[config.mk]
export PLATFORM = sky130hd
export DESIGN_NAME = bencode_stream_tokenizer
export DESIGN_NICKNAME = d
export VERILOG_FILES = /design/src/design/bst_pkg.sv /design/src/design/bencode_stream_tokenizer.sv
export SDC_FILE = /design/constraint.sdc
export NUM_CORES = 1
export LEC_CHECK = 0
export ABC_CLOCK_PERIOD_IN_PS = 19700
export BUFFER_PORTS_ARGS = -buffer_cell sky130_fd_sc_hd__buf_2
export CELL_PAD_IN_SITES_DETAIL_PLACEMENT = 2
export CELL_PAD_IN_SITES_GLOBAL_PLACEMENT = 2
export CORE_MARGIN = 3
export CORE_UTILIZATION = 42
export DETAILED_ROUTE_END_ITERATION = 6
export PLACE_DENSITY_LB_ADDON = 0.1
export SETUP_SLACK_MARGIN = 0.4
export SLEW_MARGIN = 20
export SYNTH_ARGS = -nofsm -noshare
export SYNTH_HDL_FRONTEND = slang
export SYNTH_SLANG_ARGS = --single-unit
[constraint.sdc]
create_clock -name clk -period 19.7 [get_ports clk]
set_input_delay 1.97 -clock clk [delete_from_list [all_inputs] [get_ports clk]]
set_output_delay 1.97 -clock clk [all_outputs]
set_load 0.005 [all_outputs]
[src/design/bst_pkg.sv]
// Shared types and constants for the bencode stream tokenizer.
`timescale 1ns / 1ps

package bst_pkg;

  // Event kinds carried in event_kind.
  localparam logic [2:0] EV_NONE      = 3'd0;
  localparam logic [2:0] EV_DICT_OPEN = 3'd1;
  localparam logic [2:0] EV_LIST_OPEN = 3'd2;
  localparam logic [2:0] EV_CLOSE     = 3'd3;
  localparam logic [2:0] EV_INTEGER   = 3'd4;
  localparam logic [2:0] EV_STR_HDR   = 3'd5;
  localparam logic [2:0] EV_STR_BYTE  = 3'd6;
  localparam logic [2:0] EV_ERROR     = 3'd7;

  // Error codes carried in error_code.
  localparam logic [2:0] ERR_NONE       = 3'd0;
  localparam logic [2:0] ERR_UNEXPECTED = 3'd1;
  localparam logic [2:0] ERR_NO_DIGITS  = 3'd2;
  localparam logic [2:0] ERR_OVERFLOW   = 3'd3;
  localparam logic [2:0] ERR_TOO_DEEP   = 3'd4;

  // Syntax characters.
  localparam logic [7:0] CH_COLON = 8'h3A;
  localparam logic [7:0] CH_END   = 8'h65;
  localparam logic [7:0] CH_MINUS = 8'h2D;
  localparam logic [7:0] CH_DICT  = 8'h64;
  localparam logic [7:0] CH_LIST  = 8'h6C;
  localparam logic [7:0] CH_INT   = 8'h69;
  localparam logic [7:0] CH_ZERO  = 8'h30;
  localparam logic [7:0] CH_NINE  = 8'h39;

  typedef struct packed {
    logic [7:0] data_byte;
    logic       message_start;
  } in_item_t;

  typedef struct packed {
    logic [2:0]         event_kind;
    logic signed [63:0] event_value;
    logic               is_dict_key;
    logic [5:0]         nesting_depth;
    logic               string_last;
    logic [2:0]         error_code;
    logic               value_complete;
  } out_item_t;

endpackage

[src/design/bencode_stream_tokenizer.sv]
// Top level of the bencode stream tokenizer: byte parser, container stack memory, output register.
`timescale 1ns / 1ps

// The event for a byte is written into the output register at the edge where the byte is taken.
// Throughput: one byte per cycle unless the output stalls; the stack top lives in flops and the
// entry beneath it is prefetched from the stack memory, so consecutive pushes and pops never stall.
// Reset (synchronous, rst_n low) clears the parser state and empties the output register.
// The stack memory is not cleared; every entry is written by its push before it is read.
module bencode_stream_tokenizer #(
  parameter int MAX_DEPTH   = 32,
  parameter int LENGTH_BITS = 32
) (
  input  logic                clk,
  input  logic                rst_n,
  input  logic                in_valid,
  output logic                in_stall,
  input  bst_pkg::in_item_t   in_data,
  output logic                out_valid,
  input  logic                out_stall,
  output bst_pkg::out_item_t  out_data
);

  // Depth counter holds 0..MAX_DEPTH; the memory address only indexes entries.
  localparam int DW = $clog2(MAX_DEPTH + 1);
  localparam int AW = (MAX_DEPTH > 1) ? $clog2(MAX_DEPTH) : 1;

  // Parser phases.
  localparam logic [2:0] PH_EXPECT     = 3'd0;
  localparam logic [2:0] PH_INT_FIRST  = 3'd1;
  localparam logic [2:0] PH_INT_DIGITS = 3'd2;
  localparam logic [2:0] PH_LEN_DIGITS = 3'd3;
  localparam logic [2:0] PH_STRING     = 3'd4;
  localparam logic [2:0] PH_DONE       = 3'd5;
  localparam logic [2:0] PH_ERROR      = 3'd6;

  // Parser state registers.
  logic [2:0]             phase_r, phase_nxt;
  logic [DW-1:0]          depth_r, depth_nxt;
  logic                   top_dict_r, top_dict_nxt;
  logic                   top_key_r, top_key_nxt;
  logic [62:0]            acc_r, acc_nxt;
  logic                   neg_r, neg_nxt;
  logic                   seen_r, seen_nxt;
  logic [LENGTH_BITS-1:0] rem_r, rem_nxt;

  // Stack memory: each entry is {is dictionary, next entry is a key}. The entry on top
  // of the stack is held in top_dict_r/top_key_r; the memory holds everything beneath it.
  logic [1:0]    stack_mem [MAX_DEPTH];
  logic [1:0]    under_r;
  logic [AW-1:0] rd_addr;
  logic [AW-1:0] wr_addr;
  logic          push;

  // Output register.
  logic               out_valid_r;
  bst_pkg::out_item_t out_data_r;
  bst_pkg::out_item_t result;

  logic take;

  // Effective state for this byte, with a message start folded in.
  logic [2:0]             ph;
  logic [DW-1:0]          dep;
  logic [62:0]            acc;
  logic                   neg;
  logic                   seen;
  logic [LENGTH_BITS-1:0] rem;
  logic                   in_dict;
  logic                   key_pos;
  logic                   is_digit;
  logic [3:0]             digit;
  logic [66:0]            sum;
  logic                   mag_ovf;
  logic                   len_ovf;
  logic [7:0]             b;

  // A new byte is taken whenever the output register is free or being emptied.
  assign in_stall  = out_valid_r & out_stall;
  assign take      = in_valid & ~in_stall;
  assign out_valid = out_valid_r;
  assign out_data  = out_data_r;

  always_comb begin
    b        = in_data.data_byte;
    ph       = in_data.message_start ? PH_EXPECT : phase_r;
    dep      = in_data.message_start ? '0 : depth_r;
    acc      = in_data.message_start ? '0 : acc_r;
    neg      = in_data.message_start ? 1'b0 : neg_r;
    seen     = in_data.message_start ? 1'b0 : seen_r;
    rem      = in_data.message_start ? '0 : rem_r;
    in_dict  = (dep != '0) && top_dict_r;
    key_pos  = in_dict && top_key_r;
    is_digit = (b >= bst_pkg::CH_ZERO) && (b <= bst_pkg::CH_NINE);
    digit    = 4'(b - bst_pkg::CH_ZERO);
    // acc * 10 + digit as two shifted adds; overflow is any set bit above the allowed width.
    sum      = ({4'b0, acc} << 3) + ({4'b0, acc} << 1) + 67'(digit);
    mag_ovf  = |sum[66:63];
    len_ovf  = |sum[66:LENGTH_BITS];

    phase_nxt    = ph;
    depth_nxt    = dep;
    top_dict_nxt = top_dict_r;
    top_key_nxt  = top_key_r;
    acc_nxt      = acc;
    neg_nxt      = neg;
    seen_nxt     = seen;
    rem_nxt      = rem;
    push         = 1'b0;

    result             = '0;
    result.event_kind  = bst_pkg::EV_NONE;
    result.error_code  = bst_pkg::ERR_NONE;

    unique case (ph) inside
      PH_EXPECT: begin
        if (b == bst_pkg::CH_END) begin
          if ((dep != '0) && (!in_dict || key_pos)) begin
            // Pop: the prefetched entry beneath becomes the new top, and the value
            // it was waiting for (the closed container) is finished.
            depth_nxt         = dep - DW'(1);
            top_dict_nxt      = under_r[1];
            top_key_nxt       = under_r[0];
            result.event_kind = bst_pkg::EV_CLOSE;
            if (depth_nxt == '0) begin
              phase_nxt = PH_DONE;
            end else begin
              phase_nxt = PH_EXPECT;
              if (under_r[1]) begin
                top_key_nxt = ~under_r[0];
              end
            end
          end else begin
            phase_nxt         = PH_ERROR;
            result.event_kind = bst_pkg::EV_ERROR;
            result.error_code = bst_pkg::ERR_UNEXPECTED;
          end
        end else if (key_pos && !is_digit) begin
          phase_nxt         = PH_ERROR;
          result.event_kind = bst_pkg::EV_ERROR;
          result.error_code = bst_pkg::ERR_UNEXPECTED;
        end else if ((b == bst_pkg::CH_DICT) || (b == bst_pkg::CH_LIST)) begin
          if (dep >= DW'(MAX_DEPTH)) begin
            phase_nxt         = PH_ERROR;
            result.event_kind = bst_pkg::EV_ERROR;
            result.error_code = bst_pkg::ERR_TOO_DEEP;
          end else begin
            push              = 1'b1;
            depth_nxt         = dep + DW'(1);
            top_dict_nxt      = (b == bst_pkg::CH_DICT);
            top_key_nxt       = (b == bst_pkg::CH_DICT);
            result.event_kind = (b == bst_pkg::CH_DICT) ? bst_pkg::EV_DICT_OPEN
                                                        : bst_pkg::EV_LIST_OPEN;
          end
        end else if (b == bst_pkg::CH_INT) begin
          acc_nxt   = '0;
          neg_nxt   = 1'b0;
          seen_nxt  = 1'b0;
          phase_nxt = PH_INT_FIRST;
        end else if (is_digit) begin
          acc_nxt   = 63'(digit);
          neg_nxt   = 1'b0;
          seen_nxt  = 1'b1;
          phase_nxt = PH_LEN_DIGITS;
        end else begin
          phase_nxt         = PH_ERROR;
          result.event_kind = bst_pkg::EV_ERROR;
          result.error_code = bst_pkg::ERR_UNEXPECTED;
        end
      end

      PH_INT_FIRST, PH_INT_DIGITS: begin
        if ((ph == PH_INT_FIRST) && (b == bst_pkg::CH_MINUS)) begin
          neg_nxt   = 1'b1;
          phase_nxt = PH_INT_DIGITS;
        end else if (is_digit) begin
          if (mag_ovf) begin
            phase_nxt         = PH_ERROR;
            result.event_kind = bst_pkg::EV_ERROR;
            result.error_code = bst_pkg::ERR_OVERFLOW;
          end else begin
            acc_nxt   = sum[62:0];
            seen_nxt  = 1'b1;
            phase_nxt = PH_INT_DIGITS;
          end
        end else if (b == bst_pkg::CH_END) begin
          if (!seen) begin
            phase_nxt         = PH_ERROR;
            result.event_kind = bst_pkg::EV_ERROR;
            result.error_code = bst_pkg::ERR_NO_DIGITS;
          end else begin
            result.event_kind  = bst_pkg::EV_INTEGER;
            result.event_value = neg ? -$signed({1'b0, acc}) : $signed({1'b0, acc});
            if (dep == '0) begin
              phase_nxt = PH_DONE;
            end else begin
              phase_nxt = PH_EXPECT;
              if (in_dict) begin
                top_key_nxt = ~top_key_r;
              end
            end
          end
        end else begin
          phase_nxt         = PH_ERROR;
          result.event_kind = bst_pkg::EV_ERROR;
          result.error_code = bst_pkg::ERR_UNEXPECTED;
        end
      end

      PH_LEN_DIGITS: begin
        if (is_digit) begin
          if (len_ovf) begin
            phase_nxt         = PH_ERROR;
            result.event_kind = bst_pkg::EV_ERROR;
            result.error_code = bst_pkg::ERR_OVERFLOW;
          end else begin
            acc_nxt  = sum[62:0];
            seen_nxt = 1'b1;
          end
        end else if (b == bst_pkg::CH_COLON) begin
          result.event_kind  = bst_pkg::EV_STR_HDR;
          result.event_value = $signed({1'b0, acc});
          result.is_dict_key = key_pos;
          if (acc == '0) begin
            // An empty string is finished by its header.
            result.string_last = 1'b1;
            if (dep == '0) begin
              phase_nxt = PH_DONE;
            end else begin
              phase_nxt = PH_EXPECT;
              if (in_dict) begin
                top_key_nxt = ~top_key_r;
              end
            end
          end else begin
            rem_nxt   = acc[LENGTH_BITS-1:0];
            phase_nxt = PH_STRING;
          end
        end else begin
          phase_nxt         = PH_ERROR;
          result.event_kind = bst_pkg::EV_ERROR;
          result.error_code = bst_pkg::ERR_UNEXPECTED;
        end
      end

      PH_STRING: begin
        result.event_kind  = bst_pkg::EV_STR_BYTE;
        result.event_value = $signed({56'b0, b});
        result.is_dict_key = key_pos;
        rem_nxt            = rem - LENGTH_BITS'(1);
        if (rem == LENGTH_BITS'(1)) begin
          result.string_last = 1'b1;
          if (dep == '0) begin
            phase_nxt = PH_DONE;
          end else begin
            phase_nxt = PH_EXPECT;
            if (in_dict) begin
              top_key_nxt = ~top_key_r;
            end
          end
        end
      end

      default: begin
        // Done or error: bytes are ignored until a message start.
      end
    endcase

    result.nesting_depth  = 6'(depth_nxt);
    result.value_complete = (phase_nxt == PH_DONE);
  end

  // The entry beneath the next top is read every cycle. A push writes the old top to
  // exactly the address being read, so that case is forwarded instead of read.
  always_comb begin
    logic [DW-1:0] depth_eff;
    depth_eff = take ? depth_nxt : depth_r;
    if (depth_eff >= DW'(2)) begin
      rd_addr = AW'(depth_eff - DW'(2));
    end else begin
      rd_addr = '0;
    end
    wr_addr = AW'(dep - DW'(1));
  end

  always_ff @(posedge clk) begin
    if (take && push && (dep != '0)) begin
      stack_mem[wr_addr] <= {top_dict_r, top_key_r};
    end
  end

  always_ff @(posedge clk) begin
    if (take && push) begin
      under_r <= {top_dict_r, top_key_r};
    end else begin
      under_r <= stack_mem[rd_addr];
    end
  end

  always_ff @(posedge clk) begin
    if (!rst_n) begin
      phase_r    <= PH_EXPECT;
      depth_r    <= '0;
      top_dict_r <= 1'b0;
      top_key_r  <= 1'b0;
      acc_r      <= '0;
      neg_r      <= 1'b0;
      seen_r     <= 1'b0;
      rem_r      <= '0;
    end else if (take) begin
      phase_r    <= phase_nxt;
      depth_r    <= depth_nxt;
      top_dict_r <= top_dict_nxt;
      top_key_r  <= top_key_nxt;
      acc_r      <= acc_nxt;
      neg_r      <= neg_nxt;
      seen_r     <= seen_nxt;
      rem_r      <= rem_nxt;
    end
  end

  always_ff @(posedge clk) begin
    if (!rst_n) begin
      out_valid_r <= 1'b0;
    end else if (take) begin
      out_valid_r <= 1'b1;
    end else if (!out_stall) begin
      out_valid_r <= 1'b0;
    end
  end

  always_ff @(posedge clk) begin
    if (take) begin
      out_data_r <= result;
    end
  end

`ifndef ASSERT_OFF
  a_depth_bound: assert property (@(posedge clk) disable iff (!rst_n)
    depth_r <= DW'(MAX_DEPTH))
    else $error("stack depth above its bound");

  a_string_nonzero: assert property (@(posedge clk) disable iff (!rst_n)
    (phase_r == PH_STRING) |-> (rem_r != '0))
    else $error("string phase with no bytes remaining");

  a_done_at_top: assert property (@(posedge clk) disable iff (!rst_n)
    (phase_r == PH_DONE) |-> (depth_r == '0))
    else $error("value complete with open containers");

  a_take_fills_output: assert property (@(posedge clk) disable iff (!rst_n)
    take |=> out_valid_r)
    else $error("accepted byte produced no result");

  a_error_has_code: assert property (@(posedge clk) disable iff (!rst_n)
    (out_valid_r && (out_data_r.event_kind == bst_pkg::EV_ERROR))
      |-> (out_data_r.error_code != bst_pkg::ERR_NONE))
    else $error("error event without an error code");
`endif

endmodule

==> impl_metrics.csv, run 1 <==
group,metric,value,unit
cells_and_area,insertedDiodeCount,0,
grt,antenna_found_initial,1,
synth,ys_types,108,
clocking,holdBufCountCts,0,
synth,synthFlopType,"edfxtp_1",
synth,postSynthCellCount,2464,
synth,async_flop_share,0,%
clocking,cts_tree,"built",
setup_path,crit_chain,"buf_4 -> buf_4 -> nor2_1 -> inv_1 -> xnor2_1 -> ha_1 -> ha_1 -> a21oi_1 -> nor2_1 -> o21ai_1 -> a211oi_1 -> o311ai_0 -> a31oi_1 -> xnor2_1 -> a2111oi_2 -> and2_1 -> o21ai_0 -> o21ai_2 -> o22ai_1",
timing,drv_slew,0,
die,design.die.area,50700,sq um
setup_path,crit_path_end_kind,"flop",
power,p_comb_share,10.0,%
clocking,h-tree-depth,1,
synth,synth_edf_count,143,
setup_path,critical_path_required,20130,ps
placement,dp_hpwl,72000,um
min_path,hold_path_class,"reg -> reg",
timing,final_hold_viol_count,0,
timing,worst_pin_slew,1210,ps
timing,finalClockSkew,33.9,ps
run_status,status,"finished, final reports clean",
cells_and_area,drive_above_1_share,10.2,%
routing,vias,21200,
synth,ys_warn_count,0,
clocking,numCtsBuffers,31,
setup_path,r2r-end,"acc_r[46]$_SDFFE_PN0P_",
timing,timing.slew.headroom,16.9,%
cells_and_area,layout_commonest_cell,"nor2_1",
cells_and_area,layout_common_cells,"291 x nor2_1, 257 x nand2_1, 210 x o21ai_0",
synth,yosysSeqAreaShare,32.3,%
timing,rsz0062_at_grt,"no",
timing,final.period_utilization,47.9,%
die,start_util,43.0,%
power,seqPwrFrac,44.0,%
routing,drt_first_pass_iters,5,
power,p_sw_share,27.4,%
placement,gp_congestion,0.993,
timing,setup_tns,0,ps
routing,antenna_left,0,
timing,finalSetupViolCount,0,
setup_path,cp_max_fo,80,
power,p_int,0.964,mW
power,power.density,60.4,nW/um^2
setup_path,reg2reg_depth,18,
grt,grt_pass1_wl,142000,um
routing,wirelength,94400,um
setup_path,rr_startpoint,"acc_r[0]$_SDFFE_PN0P_",
flow_run,maxCapViolCount,0,
power,p_sw,0.364,mW
power,irDropWorstVdd,0.0000707,V
clocking,cts_max_path_buffers,3,
clocking,cts_resized,0,
clocking,cts.sink_count,254,
synth,netlist_area,20200,sq um
power,p_leak,8.53,nW
die,ioPinCount,94,
synth,syn_nets,2613,
min_path,hold_end,"rem_r[17]$_SDFFE_PN0P_",
routing,viasPerCell,6.85,
die,die_h,225,um
min_path,hold-path-cell-count,2,
setup_path,cpPeakStageDelay,960,ps
clocking,root_buffer,"clkbuf_16",
cells_and_area,fin_nets,2617,
routing,drt_iter0_drc,2211,
timing,layout_min_cycle_time,9430,ps
synth,avgSynthCellArea,8.19,sq um
die,die_w,225,um
power,finalPower,1.33,mW
clocking,postCtsSetupBuffers,0,
setup_path,cp.arrival,9850,ps
setup_path,crit_type,"in -> reg",
timing,fmax,106,MHz
grt,grt_pass1_vias,21800,
clocking,clkTransAtPathRegs,60,ps
die,row_count,79,
min_path,worstHoldStart,"rem_r[17]$_SDFFE_PN0P_",
grt,grt_use_total,36.2,%
grt,grt_overflow_total,0,
setup_path,rrSetupSlack,11970,ps
grt,grt_max_degree,83,
setup_path,critPathSlowestCell,"and2_1",
cells_and_area,area_delta_synth_final,8.94,%
setup_path,start_kind,"input port",
clocking,clock_latency,620,ps
synth,synth-seq-cells,254,
routing,wire_per_inst,30.4,um
power,pwr-share-clk,46.1,%
routing,drc_errors,0,
placement,portBuffers,93,
die,coreArea,47000,sq um
registers in the layout, indices dropped and copies added, names as in the netlist:
signal	count
rem_r	32
top_key_r	1
seen_r	1
out_valid	1
acc_r	63
depth_r	6
phase_r	3
out_data	79
top_dict_r	1
under_r	2
neg_r	1
stack_mem	64
logic make-up after synthesis:
group	Yosys count	share of synthesized area, %
flops	254	32.3
compound gates	830	27.5
buf+inv	212	4.79
xor+xnor	59	2.56
simple gates	936	22.2
mux	37	2.25
fa+ha+maj	136	8.47
Yosys cell counts (all sizes together), types with 34 or more instances:
| cell | count | share of area, % |
|---|---|---|
| inv | 63 | 1.2 |
| o21ai | 242 | 6.1 |
| buf | 65 | 2.0 |
| a21oi | 202 | 5.4 |
| nand3 | 52 | 1.3 |
| nand2 | 258 | 4.8 |
| nand4 | 40 | 1.3 |
| dfxtp | 111 | 11 |
| nor2 | 295 | 5.5 |
| a22o | 45 | 2.0 |
| clkbuf | 84 | 1.6 |
| edfxtp | 143 | 21 |
| xnor2 | 34 | 1.5 |
| nor2b | 64 | 2.0 |
| ha | 135 | 8.4 |
| nor3 | 81 | 2.1 |
routing by layer:
layer	up-vias	global-route usage [%]	share of wire (%)
met5	-	0	0.014
met4	2	9.08	2.7
met3	148	6.54	8.1
met2	938	57.1	45
met1	10900	51.5	45
li1	9278	-	-
worst max-delay path by stage:
stage	to	from
6_report	acc_r[46]$_SDFFE_PN0P_	in_data[0]
5_1_grt	acc_r[55]$_SDFFE_PN0P_	in_data[0]
4_1_cts	acc_r[55]$_SDFFE_PN0P_	in_data[0]
3_5_place_dp	acc_r[46]$_SDFFE_PN0P_	in_data[0]
3_3_place_gp	acc_r[47]$_SDFFE_PN0P_	in_data[0]
2_1_floorplan	out_data[78]$_DFFE_PP_	in_data[0]
power by group through the flow:
stage | Sequential [mW] | Combinational [mW] | Clock (mW)
6_report | 0.584 | 0.133 | 0.612
4_1_cts | 0.583 | 0.130 | 0.613
3_3_place_gp | 0.593 | 0.122 | 0
3_5_place_dp | 0.594 | 0.128 | 0
2_1_floorplan | 0.591 | 0.0818 | 0
5_1_grt | 0.585 | 0.143 | 0.638
stage by stage:
stage | cell area (sq um) | hold WS [ps] | std cells | utilization [%] | setup slack, ps
final | 22000 | 488 | 3100 | 46.8 | 10270
after global routing | 22000 | 521 | 3100 | 46.8 | 9940
after CTS | 22000 | 495 | 3100 | 46.8 | 10500
after detailed placement | 20900 | 485 | 3042 | 44.5 | 9920
after global placement | 20900 | 460 | 3042 | 44.5 | 10150
after floorplan | 20200 | 449 | 2464 | - | 11300
critical path: cells and delay by family:
| family | cells | cell delay (ps) |
|---|---|---|
| AO/OA/AOI/OAI | 9 | 4080 |
| XOR/XNOR | 2 | 340 |
| adder cells (fa/ha/maj) | 2 | 570 |
| buffers and inverters | 3 | 1320 |
| AND/OR/NAND/NOR | 3 | 1510 |
layout make-up:
class                      count  area (sq um)
fill                        5190         25000
multi-input combinational   1998         12700
sequential                   254          6520
clock buffer                  43           876
tap                          607           759
timing repair buffer         120           671
inverter                      63           239
clock inverter                15           195
No activity file was read; power rests on OpenSTA's default activity.
==> run 2: changes to the inputs <==
Settings changed: ABC_CLOCK_PERIOD_IN_PS 19700 to 9400, CORE_UTILIZATION 42 to 39.
Clock period 19.7 ns to 9.4 ns, I/O delays scaled along.
==> impl_metrics.csv, run 2 (synthesis gave the netlist of run 1 again) <==
group,metric,value,unit
run_status,status,"finished, final reports clean",
timing,rsz0062_at_grt,"no",
timing,setup_tns,0,ps
cells_and_area,drive_above_1_share,10.3,%
clocking,holdBufCountCts,0,
clocking,cts_max_path_buffers,3,
cells_and_area,fill_cells,5755,
die,ioPinCount,94,
clocking,postCtsSetupBuffers,0,
min_path,worstHoldStart,"rem_r[17]$_SDFFE_PN0P_",
grt,grt_overflow_total,0,
setup_path,cpPeakStageDelay,740,ps
grt,antenna_found_initial,0,
placement,gp_congestion,0.943,
die,design.die.area,54500,sq um
setup_path,crit_path_end_kind,"flop",
cells_and_area,area_delta_synth_final,9.25,%
cells_and_area,postLayoutCellArea,22000,sq um
die,coreArea,50600,sq um
routing,wire_per_inst,28.5,um
setup_path,crit_start,"in_data[0]",
cells_and_area,insertedDiodeCount,0,
timing,hold-worst-slack,488,ps
grt,grt_pass1_wl,136000,um
setup_path,start_kind,"input port",
cells_and_area,layout_commonest_cell,"nor2_1",
power,power.density,124,nW/um^2
die,row_count,82,
timing,final.period_utilization,76.0,%
clocking,cts.sink_count,254,
setup_path,crit_type,"in -> reg",
timing,finalClockSkew,39.7,ps
placement,placed_cells,3108,
cells_and_area,largest_reg_flops,79,
routing,drc_errors,0,
die,die_w,233,um
clocking,h-tree-depth,1,
timing,layout_min_cycle_time,7140,ps
setup_path,cp_max_fo,23,
clocking,cts_tree,"built",
clocking,cts_resized,0,
setup_path,cp_num_buf_inv,5,
routing,drt_first_pass_iters,5,
power,irDropWorstVdd,0.000230,V
clocking,clock_latency,620,ps
timing,drv_slew,0,
placement,portBuffers,93,
placement,dpl-instance-area,21000,sq um
timing,final_hold_viol_count,0,
routing,viasPerCell,6.56,
timing,finalWorstSetupSlack,2260,ps
clocking,numCtsBuffers,31,
cells_and_area,layout.cells.non_filler,3166,
setup_path,cp.arrival,7580,ps
power,finalPower,2.73,mW
setup_path,critPathSlowestCell,"o211ai_1",
routing,vias,20800,
routing,antenna_left,0,
placement,dp_hpwl,69800,um
power,p_leak,8.51,nW
timing,worst_pin_slew,1070,ps
setup_path,crit_cells,21,
setup_path,cp_common_cell,"inv_1",
setup_path,crit_family,"compound AO/OA/AOI/OAI gates",
timing,timing.slew.headroom,27.7,%
cells_and_area,fin_nets,2618,
timing,fmax,140,MHz
cells_and_area,layout_common_cells,"291 x nor2_1, 257 x nand2_1, 210 x o21ai_0",
placement,dp_slack,1780,ps
die,die_h,233,um
timing,finalSetupViolCount,0,
cells_and_area,finalCoreUtilization,43.6,%
die,start_util,39.9,%
setup_path,reg2reg_depth,15,
routing,wirelength,90200,um
min_path,hold-path-cell-count,2,
setup_path,rr_startpoint,"acc_r[7]$_SDFFE_PN0P_",
grt,grt_use_total,32.4,%
setup_path,critical_path_required,9840,ps
min_path,hold_path_class,"reg -> reg",
setup_path,crit_chain,"buf_4 -> inv_1 -> buf_4 -> nand2_1 -> inv_1 -> ha_1 -> ha_1 -> inv_1 -> fa_1 -> nand2b_1 -> a21oi_2 -> o2111ai_2 -> a31oi_2 -> nor2_1 -> o211ai_1 -> o21ai_0 -> or4_1 -> nor4_4 -> a21oi_2 -> o21ai_2 -> o22ai_1",
grt,grt_pass1_vias,21200,
grt,grt_max_degree,80,
flow_run,maxCapViolCount,0,
routing,drt_iter0_drc,1791,
clocking,clkTransAtPathRegs,60,ps
clocking,root_buffer,"clkbuf_16",
run 2: cell count changes in the layout (fill, tap and decap cells not counted):
cell / before / now
clkbuf_1: 7 / 3
clkinvlp_4: 1 / 5
clkbuf_2: 0 / 2
clkbuf_8: 3 / 1
clkinv_1: 0 / 2
inv_8: 2 / 0
buf_4: 28 / 29
bufinv_16: 3 / 2
clkbuf_16: 32 / 33
clkbuf_4: 1 / 0
clkinv_4: 3 / 4
nor4_1: 26 / 27
nor4_2: 2 / 1
run 2: power by group:
part           leakage (nW)  switching, mW  internal, mW
combinational          5.86          0.189        0.0804
clock                 0.504          0.532         0.710
sequential             2.15         0.0231          1.20
run 2: per-layer routing:
metal | GRT usage [%] | wire length, um | up-vias
li1 | - | - | 9270
met1 | 47.5 | 42300 | 10600
met2 | 48.8 | 38800 | 731
met3 | 5.57 | 6460 | 143
met4 | 9.26 | 2700 | 0
met5 | 0 | 0 | -
run 2: worst min-delay path: stages (launching register included):
cell and delay (ps):
dfxtp_1 330, nand2_1 60, a21oi_1 50
run 2: final timing paths:
kind,to,slack (ps)
min,rem_r[17]$_SDFFE_PN0P_,490
max reg2reg,acc_r[34]$_SDFFE_PN0P_,2510
min reg2reg,rem_r[17]$_SDFFE_PN0P_,490
max,acc_r[34]$_SDFFE_PN0P_,2260
run 2: area by class of cell:
class	count	area, sq um	area share (%)
multi-input combinational	1998	12700	57.7
sequential	254	6520	29.6
clock buffer	39	861	3.91
tap	672	841	3.82
timing repair buffer	121	678	3.08
inverter	63	239	1.08
clock inverter	19	189	0.857
==> run 3: changes to the inputs <==
Settings changed: ABC_AREA from default to 1, ABC_CLOCK_PERIOD_IN_PS 9400 to 7400, CORE_UTILIZATION 39 to 35.
Clock period 9.4 ns to 7.4 ns, I/O delays scaled along.
==> impl_metrics.csv, run 3 <==
group,metric,value,unit
clocking,cts_tree,"built",
grt,grt_pass1_wl,167000,um
clocking,root_buffer,"clkbuf_16",
cells_and_area,area_delta_synth_final,11.3,%
synth,synth-seq-cells,254,
die,row_count,92,
routing,drc_errors,0,
setup_path,critical_path_required,7770,ps
cells_and_area,largest_reg_flops,79,
timing,drv_slew,0,
routing,wire_per_inst,24.4,um
grt,grt_use_total,32.0,%
placement,dpl-instance-area,23700,sq um
timing,hold-worst-slack,470,ps
grt,grt_overflow_total,0,
synth,synthFlopType,"edfxtp_1",
synth,yosysTopAreaCell,"edfxtp_1",
setup_path,reg2reg_depth,25,
cells_and_area,insertedDiodeCount,0,
synth,synth.top_cell.area_share,19.1,%
synth,synth_area_leaders,"edfxtp_1 19%, nand2_1 17%, dfxtp_1 9.9%",
flow_run,maxCapViolCount,0,
die,design.die.area,67200,sq um
setup_path,start_kind,"input port",
setup_path,rr_startpoint,"acc_r[8]$_SDFFE_PN0P_",
timing,final_hold_viol_count,0,
cells_and_area,drive_above_1_share,7.60,%
cells_and_area,fin_nets,3765,
timing,finalSetupViolCount,0,
routing,drt_first_pass_iters,5,
clocking,cts.sink_count,254,
placement,gp_congestion,0.979,
synth,yosysSeqAreaShare,29.1,%
clocking,postCtsSetupBuffers,0,
die,die_h,259,um
synth,ys_warn_count,0,
timing,finalClockSkew,19.3,ps
routing,viasPerCell,5.62,
timing,fmax,157,MHz
routing,vias,25200,
placement,placed_cells,4424,
min_path,worstHoldStart,"acc_r[55]$_SDFFE_PN0P_",
synth,async_flop_share,0,%
routing,antenna_left,0,
timing,worst_pin_slew,1150,ps
setup_path,cp.arrival,6750,ps
synth,netlist_area,22400,sq um
clocking,numCtsBuffers,36,
clocking,holdBufCountCts,0,
synth,postSynthCellCount,3547,
routing,wirelength,109000,um
clocking,clkTransAtPathRegs,60,ps
clocking,cts_max_path_buffers,3,
power,irDropWorstVdd,0.000125,V
timing,layout_min_cycle_time,6380,ps
clocking,h-tree-depth,2,
timing,rsz0062_at_grt,"no",
cells_and_area,layout_commonest_cell,"nand2_1",
grt,antenna_found_initial,3,
synth,ys_types,65,
die,ioPinCount,94,
min_path,hold_path_class,"reg -> reg",
timing,setup_tns,0,ps
cells_and_area,finalCoreUtilization,39.5,%
placement,portBuffers,93,
synth,avgSynthCellArea,6.32,sq um
setup_path,crit_start,"in_data[0]",
setup_path,cp_max_fo,46,
synth,synth_edf_count,143,
synth,syn_nets,3696,
die,die_w,259,um
placement,dp_hpwl,85400,um
synth,synth_most_common_cell,"nand2_1",
run_status,status,"finished, final reports clean",
grt,grt_pass1_vias,27400,
setup_path,crit_path_end_kind,"flop",
synth,synth_top_cells_by_count,"1000 x nand2_1, 564 x inv_1, 389 x nor2_1",
cells_and_area,layout_common_cells,"999 x nand2_1, 563 x inv_1, 385 x nor2_1",
routing,drt_iter0_drc,1751,
timing,final.period_utilization,86.2,%
die,coreArea,63200,sq um
power,p_leak,11.9,nW
min_path,hold-path-cell-count,2,
power,power.density,159,nW/um^2
grt,grt_max_degree,76,
cells_and_area,layout.cells.non_filler,4489,
cells_and_area,postLayoutCellArea,25000,sq um
setup_path,crit_type,"in -> reg",
clocking,cts_resized,0,
timing,timing.slew.headroom,23.1,%
die,start_util,35.5,%
clocking,clock_latency,550,ps
[run 3: changes by cell type after synthesis, sizes merged, moves of 29 or more]
cell / previous run / this run
inv: 63 / 583
nor2b: 64 / 0
clkbuf: 84 / 48
or3: 29 / 0
nand2: 258 / 1011
a21oi: 202 / 242
nor2: 295 / 411
nand3: 52 / 212
a22o: 45 / 0
[run 3: worst paths after layout]
path,slack [ps],end
worst max-delay path,1020,acc_r[20]$_SDFFE_PN0P_
worst max register to register,1500,acc_r[20]$_SDFFE_PN0P_
worst min register to register,470,acc_r[55]$_SDFFE_PN0P_
worst min-delay path,470,acc_r[55]$_SDFFE_PN0P_
[run 3: area by class of cell]
type	count	area, sq um
fill	7782	38200
multi-input combinational	2604	13200
sequential	254	6520
inverter	589	2220
tap	846	1060
clock buffer	45	987
timing repair buffer	131	766
clock inverter	20	233
[run 3: cells by family (layout without fill, tap and decap cells)]
family / count (synthesis) / in the layout / share of synthesized area, %
and+or+nand+nor: 1787 / 1787 / 33.4
xor gates and xnor gates: 34 / 34 / 1.33
adders and majority gates: 136 / 136 / 7.62
buffers and inverters: 689 / 785 / 12.3
AOI/OAI and AO/OA: 647 / 647 / 16.4
DFF: 254 / 254 / 29.1
[run 3: where the power goes]
part           switching [mW]  internal, mW  leakage [nW]  total [mW]
clock                   0.745          1.10         0.589        1.84
combinational           0.432         0.139          8.94       0.570
sequential             0.0259          1.54          2.40        1.56
[run 3: per-stage QoR]
step | power [mW] | setup WS, ps
after floorplan | 1.93 | 2900
after global placement | 2.12 | 742
after detailed placement | 2.15 | 589
after CTS | 3.99 | 1160
after global routing | 4.10 | 751
final | 3.97 | 1020
[run 3: routing by layer]
layer,global-route usage [%],wire length [um],part of all wire (%),vias to the layer above
met1,41.8,48800,45,12700
met5,0,0,0,-
li1,-,-,-,11700
met2,55.8,52600,48,627
met4,10.3,3560,3.3,0
met3,2.88,4570,4.2,159
[run 3: critical path: stages]
cell	delay (ps)
buf_4	240
buf_4	330
nor2_1	930
ha_1	410
ha_1	410
nand2_1	130
nor2_1	310
inv_2	50
o21ai_1	280
inv_1	80
nand3_1	280
nand2_1	200
nand2_1	110
nand2_1	50
nand2_1	120
nand2_1	70
nor2_1	280
nand2_1	120
nor2_2	280
nand4_4	220
nand2_1	160
nand3_1	80
nand2_1	130
nand2_2	60
buf_4	340
nand2_1	160
a21oi_1	90
